File: config.mk
export PLATFORM = sky130hd
export DESIGN_NAME = lrst_ctrl
export DESIGN_NICKNAME = d
export VERILOG_FILES = /design/src/design/lrst_pkg.sv /design/src/design/lrst_ctrl.sv
export SDC_FILE = /design/constraint.sdc
export NUM_CORES = 1
export LEC_CHECK = 0
export ABC_AREA = 1
export BUFFER_PORTS_ARGS = -buffer_cell sky130_fd_sc_hd__clkbuf_2
export CAP_MARGIN = 20
export CORE_ASPECT_RATIO = 0.8
export CORE_MARGIN = 2
export CORE_UTILIZATION = 40
export DETAILED_ROUTE_END_ITERATION = 6
export GPL_ROUTABILITY_DRIVEN = 0
export PLACE_DENSITY_LB_ADDON = 0.12
export SLEW_MARGIN = 25
export SYNTH_ARGS = -nofsm -noshare
export SYNTH_HDL_FRONTEND = slang
export SYNTH_SLANG_ARGS = --single-unit
File: constraint.sdc
create_clock -name clk_i -period 2.3 [get_ports clk_i]
set_clock_uncertainty 0.05 [all_clocks]
set_input_delay 0.575 -clock clk_i [delete_from_list [all_inputs] [get_ports clk_i]]
set_output_delay 0.575 -clock clk_i [all_outputs]
set_load 0.03 [all_outputs]
File: src/design/lrst_pkg.sv
package lrst_pkg;

  // Widths of the transaction fields
  localparam int unsigned CommandBits = 3;
  localparam int unsigned LeftBits    = 10;
  localparam int unsigned RightBits   = 11;
  localparam int unsigned OperandBits = 32;
  localparam int unsigned ResultBits  = 32;
  localparam int unsigned LengthBits  = 11;

  // Reset value of the used length register
  localparam logic [LengthBits-1:0] UsedLengthReset = 11'd1024;

  // Command codes
  typedef enum logic [CommandBits-1:0] {
    CMD_SET   = 3'd0,
    CMD_GET   = 3'd1,
    CMD_RSUM  = 3'd2,
    CMD_PADD  = 3'd3,
    CMD_RADD  = 3'd4,
    CMD_TOTAL = 3'd5
  } cmd_e;

  // Datapath operations, one issued per cycle by the controller
  typedef enum logic [4:0] {
    OP_NONE,
    OP_CLR,
    OP_LOAD,
    OP_STEP_DOWN,
    OP_PUSH_TAG,
    OP_PUSH_ZERO,
    OP_PUSH_C0,
    OP_PUSH_C1,
    OP_LEAF_RD,
    OP_LEAF_AP,
    OP_STEP_UP,
    OP_PULL_RD0,
    OP_PULL_RD1,
    OP_PULL_WR,
    OP_INIT_UP,
    OP_WALK_RD_A,
    OP_WALK_AP_A,
    OP_WALK_RD_B,
    OP_WALK_AP_B,
    OP_WALK_SHIFT,
    OP_ROOT_RD,
    OP_ROOT_AP,
    OP_OUT_LOAD
  } dp_op_e;

  // Status from the datapath to the controller
  typedef struct packed {
    logic clr_last;
    logic go_done;
    logic is_total;
    logic is_point;
    logic is_get;
    logic is_radd;
    logic side_en;
    logic push_last;
    logic pull_last;
    logic a_lt_b;
    logic a_odd;
    logic b_odd;
    logic out_free;
  } dp_status_t;

endpackage

File: src/design/lrst_ctrl.sv
module lrst_ctrl (
  input  logic                  clk_i,
  input  logic                  rst_ni,
  input  logic                  in_valid_i,
  output logic                  in_ready_o,
  input  lrst_pkg::dp_status_t  status_i,
  output lrst_pkg::dp_op_e      op_o
);
  import lrst_pkg::*;

  typedef enum logic [21:0] {
    S_CLR  = 22'h000001,
    S_IDLE = 22'h000002,
    S_DISP = 22'h000004,
    S_PSEL = 22'h000008,
    S_P0   = 22'h000010,
    S_P1   = 22'h000020,
    S_P2   = 22'h000040,
    S_P3   = 22'h000080,
    S_LRD  = 22'h000100,
    S_LAP  = 22'h000200,
    S_USEL = 22'h000400,
    S_U0   = 22'h000800,
    S_U1   = 22'h001000,
    S_U2   = 22'h002000,
    S_WA   = 22'h004000,
    S_WA2  = 22'h008000,
    S_WB   = 22'h010000,
    S_WB2  = 22'h020000,
    S_WSH  = 22'h040000,
    S_RRD  = 22'h080000,
    S_RAP  = 22'h100000,
    S_DONE = 22'h200000
  } state_e;

  state_e state_q, state_d;
  state_e after_push;

  // State register; the clearing pass runs first after reset
  always_ff @(posedge clk_i or negedge rst_ni) begin
    if (!rst_ni) begin
      state_q <= S_CLR;
    end else begin
      state_q <= state_d;
    end
  end

  // Point commands go to the leaf once the pushes are done, ranges to the walk
  assign after_push = status_i.is_point ? S_LRD : S_WA;

  // Next state and the operation for this cycle
  always_comb begin
    state_d    = state_q;
    op_o       = OP_NONE;
    in_ready_o = 1'b0;
    unique case (state_q)
      S_CLR: begin
        op_o = OP_CLR;
        if (status_i.clr_last) state_d = S_IDLE;
      end
      S_IDLE: begin
        in_ready_o = 1'b1;
        if (in_valid_i) begin
          op_o    = OP_LOAD;
          state_d = S_DISP;
        end
      end
      S_DISP: begin
        priority if (status_i.go_done) state_d = S_DONE;
        else if (status_i.is_total) state_d = S_RRD;
        else state_d = S_PSEL;
      end
      S_PSEL: begin
        if (status_i.side_en) begin
          state_d = S_P0;
        end else begin
          op_o    = OP_STEP_DOWN;
          state_d = status_i.push_last ? after_push : S_PSEL;
        end
      end
      S_P0: begin
        op_o    = OP_PUSH_TAG;
        state_d = S_P1;
      end
      S_P1: begin
        op_o    = OP_PUSH_ZERO;
        state_d = S_P2;
      end
      S_P2: begin
        op_o    = OP_PUSH_C0;
        state_d = S_P3;
      end
      S_P3: begin
        op_o    = OP_PUSH_C1;
        state_d = status_i.push_last ? after_push : S_PSEL;
      end
      S_LRD: begin
        op_o    = OP_LEAF_RD;
        state_d = S_LAP;
      end
      S_LAP: begin
        op_o    = OP_LEAF_AP;
        state_d = status_i.is_get ? S_DONE : S_USEL;
      end
      S_USEL: begin
        if (status_i.side_en) begin
          state_d = S_U0;
        end else begin
          op_o    = OP_STEP_UP;
          state_d = status_i.pull_last ? S_DONE : S_USEL;
        end
      end
      S_U0: begin
        op_o    = OP_PULL_RD0;
        state_d = S_U1;
      end
      S_U1: begin
        op_o    = OP_PULL_RD1;
        state_d = S_U2;
      end
      S_U2: begin
        op_o    = OP_PULL_WR;
        state_d = status_i.pull_last ? S_DONE : S_USEL;
      end
      S_WA: begin
        priority if (!status_i.a_lt_b) begin
          if (status_i.is_radd) begin
            op_o    = OP_INIT_UP;
            state_d = S_USEL;
          end else begin
            state_d = S_DONE;
          end
        end else if (status_i.a_odd) begin
          op_o    = OP_WALK_RD_A;
          state_d = S_WA2;
        end else begin
          state_d = S_WB;
        end
      end
      S_WA2: begin
        op_o    = OP_WALK_AP_A;
        state_d = S_WB;
      end
      S_WB: begin
        if (status_i.b_odd) begin
          op_o    = OP_WALK_RD_B;
          state_d = S_WB2;
        end else begin
          state_d = S_WSH;
        end
      end
      S_WB2: begin
        op_o    = OP_WALK_AP_B;
        state_d = S_WSH;
      end
      S_WSH: begin
        op_o    = OP_WALK_SHIFT;
        state_d = S_WA;
      end
      S_RRD: begin
        op_o    = OP_ROOT_RD;
        state_d = S_RAP;
      end
      S_RAP: begin
        op_o    = OP_ROOT_AP;
        state_d = S_DONE;
      end
      S_DONE: begin
        if (status_i.out_free) begin
          op_o    = OP_OUT_LOAD;
          state_d = S_IDLE;
        end
      end
      default: begin
        state_d = S_IDLE;
      end
    endcase
  end

endmodule

==> results of run 1 <==
[kinds of logic (layout without fill, tap and decap cells)]
kind of cell    after synthesis  in the layout  synth area share, %
compound gates               13             13                 5.50
buf+inv                      34             88                 7.91
flops                        22             22                 32.3
simple gates                163            163                 54.3
[layout make-up]
type	instances	area (sq um)	area share [%]
clock inverter	1	30.0	1.31
tap	57	71.3	3.11
clock buffer	3	41.3	1.80
timing repair buffer	50	360	15.7
multi-input combinational	176	1100	47.9
sequential	22	553	24.1
inverter	34	138	6.00
[Yosys cell counts, drive strengths merged]
cell    count
nor4        1
nand3      28
nand4       4
or3         1
dfstp       1
and2        2
or2         1
o22ai       2
nand2      58
inv        34
nor3       11
o21ai       7
nor2       55
nand3b      2
dfrtp      21
o211ai      1
o31ai       1
a21oi       2
[final timing paths]
check / from / end / slack [ps] / cells past startpoint
max in group asynchronous: rst_ni / state_q[8] / 1590 / 1
worst min register to register: state_q[6] / state_q[7] / 570 / 2
worst min-delay path: rst_ni / state_q[6] / 220 / 1
worst max register to register: state_q[1] / state_q[10] / 510 / 10
worst max-delay path: state_q[0] / op_o[4] / -210 / 9
min in group clk_i: status_i[9] / state_q[8] / 460 / 3
[metal layers]
metal | GRT usage [%] | vias to the layer above | routed length [um]
li1 | - | 855 | -
met1 | 28.1 | 764 | 2140
met2 | 30.9 | 35 | 2110
met3 | 4.62 | 6 | 258
met4 | 4.24 | 0 | 44
met5 | 0 | - | 0
[metrics by stage]
stage / power (uW) / instances / hold WS (ps)
2_1_floorplan: 953 / 232 / 229
3_3_place_gp: 1180 / 328 / 538
3_5_place_dp: 1180 / 328 / 538
4_1_cts: 1580 / 335 / 239
5_1_grt: 1770 / 343 / 258
6_report: 1670 / 343 / 222
[worst register-to-register path: cells and delay by family (launching register included)]
kind,cells,cell delay (ps)
AOI/OAI and AO/OA,1,70
buffers and inverters,4,500
DFF,1,410
and+or+nand+nor,5,680
[where the power goes]
part / total (uW) / internal (uW) / leakage (uW) / switching [uW]
clock network: 359 / 233 / 0.0000357 / 127
logic: 874 / 354 / 0.000915 / 520
registers: 436 / 412 / 0.000298 / 24.6
total: 1670 / 998 / 0.00125 / 672
[what timing repair did]
item,CTS,global route
gates resized for setup,18,19
hold buffers,0,0
pin swaps,8,11
endpoints found under the setup margin,5,6
buffers inserted,3,8
==> qor.csv, run 1 <==
metric,value,unit
htree_levels,1,
boundaryPins,22,
portBuffers,21,
yosys.area.top_type_share,30.8,%
worstPathMaxFanout,5,
core-area,4150,sq um
p_leak,0.00125,uW
grt_start_max_net_pins,23,
initial_core_util,41.1,%
placed_area,2020,sq um
ys_ff_latch,22,
path_class,reg2out,
cp.required,1670,ps
clk_pin_slew,80,ps
rsz0062_at_grt,yes,
final_nets,303,
antenna_found_initial,0,
syn_to_final_growth,34.2,%
cp_cell_sequence,"nor2_4, nand2_4, inv_2, nand2_4, nor2_4, nand3_2, nand2_2, or3_4, buf_8",
slew_headroom,64.1,%
fin_crit_sh,109,%
top_register,state_q,
vias_per_cell,4.84,
setup_ws,-212,ps
die_h,62.4,um
drtIter0Drc,85,
nFillCells,432,
yosys.area.top_type,dfrtp_1,
violations,setup timing,
setup_viol,5,
fin_area,2290,sq um
track_usage,19.8,%
slew_viol_final,0,
ant_nets,0,
fmax,398,MHz
syn-instance-count,232,
routed_wl,4.55,mm
fp.dieW,77.1,um
hold_viol,0,
syn_area,1710,sq um
numCtsBuffers,3,
grt_pass1_vias,1564,
clock_sinks,22,
overflow,0,
fin_crit,2510,ps
wl_per_cell,13.3,um
crit_slowest_cell,dfstp_2,
setup_tns,-907,ps
syn_area_per_cell,7.36,sq um
critical_path.startpoint_type,flip-flop,
root_buffer,clkbuf_8,
vdd_drop_max,619,uV
dp_worst_setup_slack,2.11,ps
grt_pass1_wl,7.42,mm
syn_nets,248,
drive_above_1_share,42.3,%
final_util,55.2,%
status,"finished, violations left",
worstMarginPinSlew,539,ps
cts_tree,built,
reg_top3,state_q x22,
critical-path-top-delay-family,simple AND/OR/NAND/NOR gates,
diodes,0,
cts.path.max_buffers,2,
cp-end-kind,primary output,
die_area,4810,sq um
drc,0,
mostFrequentLayoutCells,"nand2_1, nor2_1, buf_4",
final_common_cell,nand2_1,
min_path_type,in2async,
rows,21,
drtPass1Iterations,4,
worst-path-buf-inv,2,
synthDistinctLibCells,35,
critical-path-max-stage-delay,580,ps
yosysWarnings,0,
maxCapViolations,0,
hpwl,3.59,mm
power_density,728,nW/um^2
cp.arrival,1890,ps
largest_register_ffs,22,
vias,1660,
yosysSeqAreaShare,32.3,%
synthTopCellsByArea,"dfrtp_1, nand2_1, nor2_1",
clock_latency,270,ps
No activity file was read; power rests on OpenSTA's default activity.
==> run 2: changes to the inputs <==
--- a/config.mk
+++ b/config.mk
@@ -9,7 +9,6 @@
 export BUFFER_PORTS_ARGS = -buffer_cell sky130_fd_sc_hd__clkbuf_2
 export CAP_MARGIN = 20
 export CORE_ASPECT_RATIO = 0.8
-export CORE_MARGIN = 2
 export CORE_UTILIZATION = 40
 export DETAILED_ROUTE_END_ITERATION = 6
 export GPL_ROUTABILITY_DRIVEN = 0
==> qor.csv, run 2 (same netlist as run 1, synthesis figures left out) <==
metric,value,unit,change
htree_levels,1,,unchanged
grt_start_max_net_pins,23,,unchanged
fin_crit,2520,ps,was 2510 ps
cp.arrival,1900,ps,was 1890 ps
hpwl,3.49,mm,was 3.59 mm
die_area,4540,sq um,was 4810 sq um
largest_register_ffs,22,,unchanged
core-area,3930,sq um,was 4150 sq um
mostFrequentLayoutCells,"nand2_1, nor2_1, inv_1, buf_4, nand3_1",,"was nand2_1, nor2_1, buf_4"
slew_headroom,62.5,%,was 64.1%
initial_core_util,43.5,%,was 41.1%
grt_pass1_vias,1493,,was 1564
drtIter0Drc,168,,was 85
routed_wl,4.44,mm,was 4.55 mm
drc,0,,unchanged
maxCapViolations,0,,unchanged
hold_viol,0,,unchanged
top_register,state_q,,unchanged
clk_pin_slew,80,ps,about the same
critical_path.startpoint_type,flip-flop,,unchanged
cp.required,1670,ps,about the same
cts.path.max_buffers,2,,unchanged
instances_no_fill,337,,was 343
final_nets,299,,was 303
rsz0062_at_grt,yes,,unchanged
portBuffers,21,,unchanged
fin_crit_sh,110,%,was 109%
worstRegToRegCells,12,,was 10
drtPass1Iterations,5,,was 4
min_path_type,in2async,,unchanged
fp.dieW,75.1,um,was 77.1 um
vias_per_cell,4.88,,was 4.84
slew_viol_final,0,,unchanged
setup_tns,-838,ps,was -907 ps
final_common_cell,nand2_1,,unchanged
p_leak,0.00123,uW,was 0.00125 uW
status,"finished, violations left",,unchanged
grt_pass1_wl,7.09,mm,was 7.42 mm
nFillCells,394,,was 432
wl_per_cell,13.2,um,was 13.3 um
setup_ws,-223,ps,was -212 ps
setup_viol,5,,unchanged
ant_nets,0,,unchanged
rows,20,,was 21
drive_above_1_share,39.7,%,was 42.3%
syn_to_final_growth,31.5,%,was 34.2%
worstMarginPinSlew,562,ps,was 539 ps
vdd_drop_max,485,uV,was 619 uV
die_h,60.4,um,was 62.4 um
fmax,396,MHz,was 398 MHz
r2r_slack,510,ps,about the same
boundaryPins,22,,unchanged
clock_sinks,22,,unchanged
violations,setup timing,,unchanged
track_usage,21.6,%,was 19.8%
vias,1646,,was 1660
rr_startpoint,state_q[0],,was state_q[1]
numCtsBuffers,3,,unchanged
final_util,57.2,%,was 55.2%
worstPathMaxFanout,9,,was 5
path_class,reg2out,,unchanged
reg_top3,state_q x22,,unchanged
cts_tree,built,,unchanged
clock_latency,270,ps,about the same
rr_endpoint,state_q[1],,was state_q[10]
diodes,0,,unchanged
antenna_found_initial,0,,unchanged
dp_worst_setup_slack,-10.8,ps,was 2.11 ps
p_total,1560,uW,was 1670 uW
root_buffer,clkbuf_8,,unchanged
cp-end-kind,primary output,,unchanged
overflow,0,,unchanged
power_density,694,nW/um^2,was 728 nW/um^2
place_inst,323,,was 328
## run 2: worst max path at each step
stage | from | endpoint | slack [ps] | cells past startpoint
5_1_grt | state_q[8] | op_o[1] | -290 | 12
6_report | state_q[0] | op_o[4] | -220 | 9
2_1_floorplan | state_q[0] | op_o[4] | 170 | 8
3_5_place_dp | state_q[10] | op_o[0] | -10 | 10
3_3_place_gp | state_q[10] | op_o[0] | -30 | 10
4_1_cts | state_q[0] | op_o[4] | -200 | 9
## run 2: repair_timing
item | CTS | global route
setup buffers | 5 | 5
endpoints found under the hold margin | 0 | 0
hold buffers | 0 | 0
pin swaps | 9 | 3
endpoints found under the setup margin | 5 | 6
gates resized for setup | 19 | 14
## run 2: power breakdown
| part | total, uW | internal, uW | leakage [uW] | switching, uW |
|---|---|---|---|---|
| logic | 834 | 328 | 0.000904 | 507 |
| registers | 439 | 411 | 0.000298 | 27.8 |
| clock network | 285 | 153 | 0.0000288 | 132 |
## run 2: through the flow
stage | hold slack, ps | cell area (sq um)
finish | 230 | 2250
global placement | 543 | 1990
detailed placement | 549 | 1990
global route | 267 | 2250
CTS | 257 | 2170
floorplan | 229 | 1710
## run 2: critical path, stage by stage (launching register included)
cell      delay [ps]
dfstp_2          560
nor2_4            50
nand2_4          100
inv_2             50
nand2_4          100
nor2_8            60
nand2_1          110
nand3_1           90
or3_4            340
clkbuf_8         170
## run 2: routing by layer
metal | global-route usage [%] | routed length [um] | part of all wire [%] | up-vias
met5 | 0 | 0 | 0 | -
met2 | 32.6 | 1890 | 42 | 70
met3 | 4.65 | 314 | 7.1 | 9
met4 | 4.31 | 50 | 1.1 | 0
li1 | - | - | - | 840
met1 | 32.0 | 2190 | 49 | 727
## run 2: layout make-up
class	instances	area, sq um	area share, %
inverters	34	138	6.13
clock buffers	4	55.1	2.45
multi-input cells	176	1090	48.5
repair buffers	46	343	15.3
well taps	55	68.8	3.06
flip-flops and latches	22	553	24.6
==> run 3: changes to the inputs <==
--- a/config.mk
+++ b/config.mk
@@ -9,7 +9,7 @@
 export BUFFER_PORTS_ARGS = -buffer_cell sky130_fd_sc_hd__clkbuf_2
 export CAP_MARGIN = 20
 export CORE_ASPECT_RATIO = 0.8
-export CORE_UTILIZATION = 40
+export CORE_UTILIZATION = 58
 export DETAILED_ROUTE_END_ITERATION = 6
 export GPL_ROUTABILITY_DRIVEN = 0
 export PLACE_DENSITY_LB_ADDON = 0.12
==> constraint.sdc (replaced) <==
create_clock -name clk_i -period 2.3 [get_ports clk_i]
set_clock_uncertainty 0.05 [all_clocks]
set_input_delay 0.23 -clock clk_i [delete_from_list [all_inputs] [get_ports clk_i]]
set_output_delay 0.23 -clock clk_i [all_outputs]
set_load 0.03 [all_outputs]
==> qor.csv, run 3 (same netlist as run 1, synthesis figures left out) <==
metric,value,unit,change
initial_core_util,61.3,%,was 43.5%
fin_area,1980,sq um,was 2250 sq um
register_area,553,sq um,unchanged
cp-end-kind,primary output,,unchanged
die_area,3170,sq um,was 4540 sq um
critical_path.startpoint_type,flip-flop,,unchanged
vdd_drop_max,558,uV,was 485 uV
holdPathStages,2,,
grt_use_met3,4.77,%,was 4.65%
cp.arrival,1960,ps,was 1900 ps
cp.required,2020,ps,was 1670 ps
final_nets,277,,was 299
track_usage,27.7,%,was 21.6%
clock_sinks,22,,unchanged
clock_latency,260,ps,was 270 ps
worstPathMaxFanout,8,,was 9
instances_no_fill,298,,was 337
p_leak,0.00111,uW,was 0.00123 uW
rows,17,,was 20
worstHoldStart,status_i[1],,
mostFrequentLayoutCells,"nand2_1, nor2_1, inv_1",,"was nand2_1, nor2_1, inv_1, buf_4, nand3_1"
cts_tree,built,,unchanged
worstMarginPinSlew,537,ps,was 562 ps
hpwl,3.21,mm,was 3.49 mm
top_register,state_q,,unchanged
diodes,0,,unchanged
vias,1574,,was 1646
status,completed,,"was finished, violations left"
syn_to_final_growth,16.0,%,was 31.5%
drtIter0Drc,134,,was 168
grt_start_max_net_pins,23,,unchanged
boundaryPins,22,,unchanged
r2r_slack,580,ps,was 510 ps
grt_pass1_vias,1390,,was 1493
reg_top3,state_q x22,,unchanged
fmax,446,MHz,was 396 MHz
core-area,2790,sq um,was 3930 sq um
power_density,709,nW/um^2,was 694 nW/um^2
slew_headroom,64.2,%,was 62.5%
largest_register_ffs,22,,unchanged
nFillCells,235,,was 394
min_path_type,in2reg,,was in2async
ant_nets,0,,unchanged
gr-usage-met2,44.0,%,was 32.6%
routed_wl,4.04,mm,was 4.44 mm
setup_viol,0,,was 5
vias_per_cell,5.28,,was 4.88
drtPass1Iterations,4,,was 5
numCtsBuffers,3,,unchanged
die_h,50.5,um,was 60.4 um
worstRegToRegCells,10,,was 12
htree_levels,1,,unchanged
place_inst,291,,was 323
clk_pin_slew,80,ps,about the same
antenna_found_initial,0,,unchanged
final_util,71.1,%,was 57.2%
rr_endpoint,state_q[1],,unchanged
wl_per_cell,13.6,um,was 13.2 um
fp.dieW,62.7,um,was 75.1 um
cts.path.max_buffers,2,,unchanged
slew_viol_final,0,,unchanged
hold_end,state_q[18],,
grt_pass1_wl,6.60,mm,was 7.09 mm
fin_crit_sh,97.4,%,was 110%
final_common_cell,nand2_1,,unchanged
overflow,0,,unchanged
met1_usage,40.3,%,was 32.0%
drc,0,,unchanged
rr_startpoint,state_q[10],,was state_q[0]
root_buffer,clkbuf_8,,unchanged
path_class,reg2out,,unchanged
p_total,1410,uW,was 1560 uW
maxCapViolations,0,,unchanged
portBuffers,21,,unchanged
multiInputGateArea,1050,sq um,was 1090 sq um
fin_crit,2240,ps,was 2520 ps
drive_above_1_share,32.7,%,was 39.7%
busiest_layer,met2,,unchanged
placed_area,1860,sq um,was 1990 sq um
hold_viol,0,,unchanged
holdWs,123,ps,was 230 ps
==> run 3: layout make-up <==
cell class | count | share of cell area (%)
sequential | 22 | 27.9
tap | 38 | 2.40
inverter | 34 | 6.82
timing repair buffer | 24 | 6.94
multi-input combinational | 176 | 53.2
clock buffer | 4 | 2.78
==> run 3: power breakdown <==
part / internal [uW] / total [uW] / switching (uW)
clock network: 153 / 280 / 127
logic: 219 / 686 / 468
registers: 411 / 439 / 27.8
==> run 3: worst max-delay path by stage <==
stage | endpoint | start | slack (ps)
floorplan | op_o[4] | state_q[0] | 520
global placement | op_o[4] | state_q[0] | 350
detailed placement | op_o[1] | state_q[2] | 310
CTS | op_o[1] | state_q[2] | 20
global route | op_o[1] | state_q[10] | -40
finish | op_o[4] | state_q[0] | 60
==> run 3: through the flow <==
stage	TNS, ps	setup WS [ps]
floorplan	0	520
finish	0	59.5
detailed placement	0	311
global route	-100	-38.6
CTS	0	20.2
global placement	0	346
==> run 3: per-layer routing <==
metal / part of all wire [%] / vias up
li1: - / 798
met1: 47 / 722
met2: 46 / 52
met3: 6.8 / 2
met4: 0.17 / 0
met5: 0 / -
==> run 3: critical path: stages, from the launching register on <==
cell and delay, ps:
dfstp_2 580, nor2_4 50, nand2_4 120, inv_2 60, nand2_4 100, nor2_2 70
nand3_2 80, nand2_1 60, or3_1 380, buf_2 190
==> run 3: what timing repair did <==
action,in CTS,in global routing
hold buffers,1,0
setup buffers,0,2
resized for setup,0,14
endpoints found under the setup margin,0,5
endpoints found under the hold margin,21,0
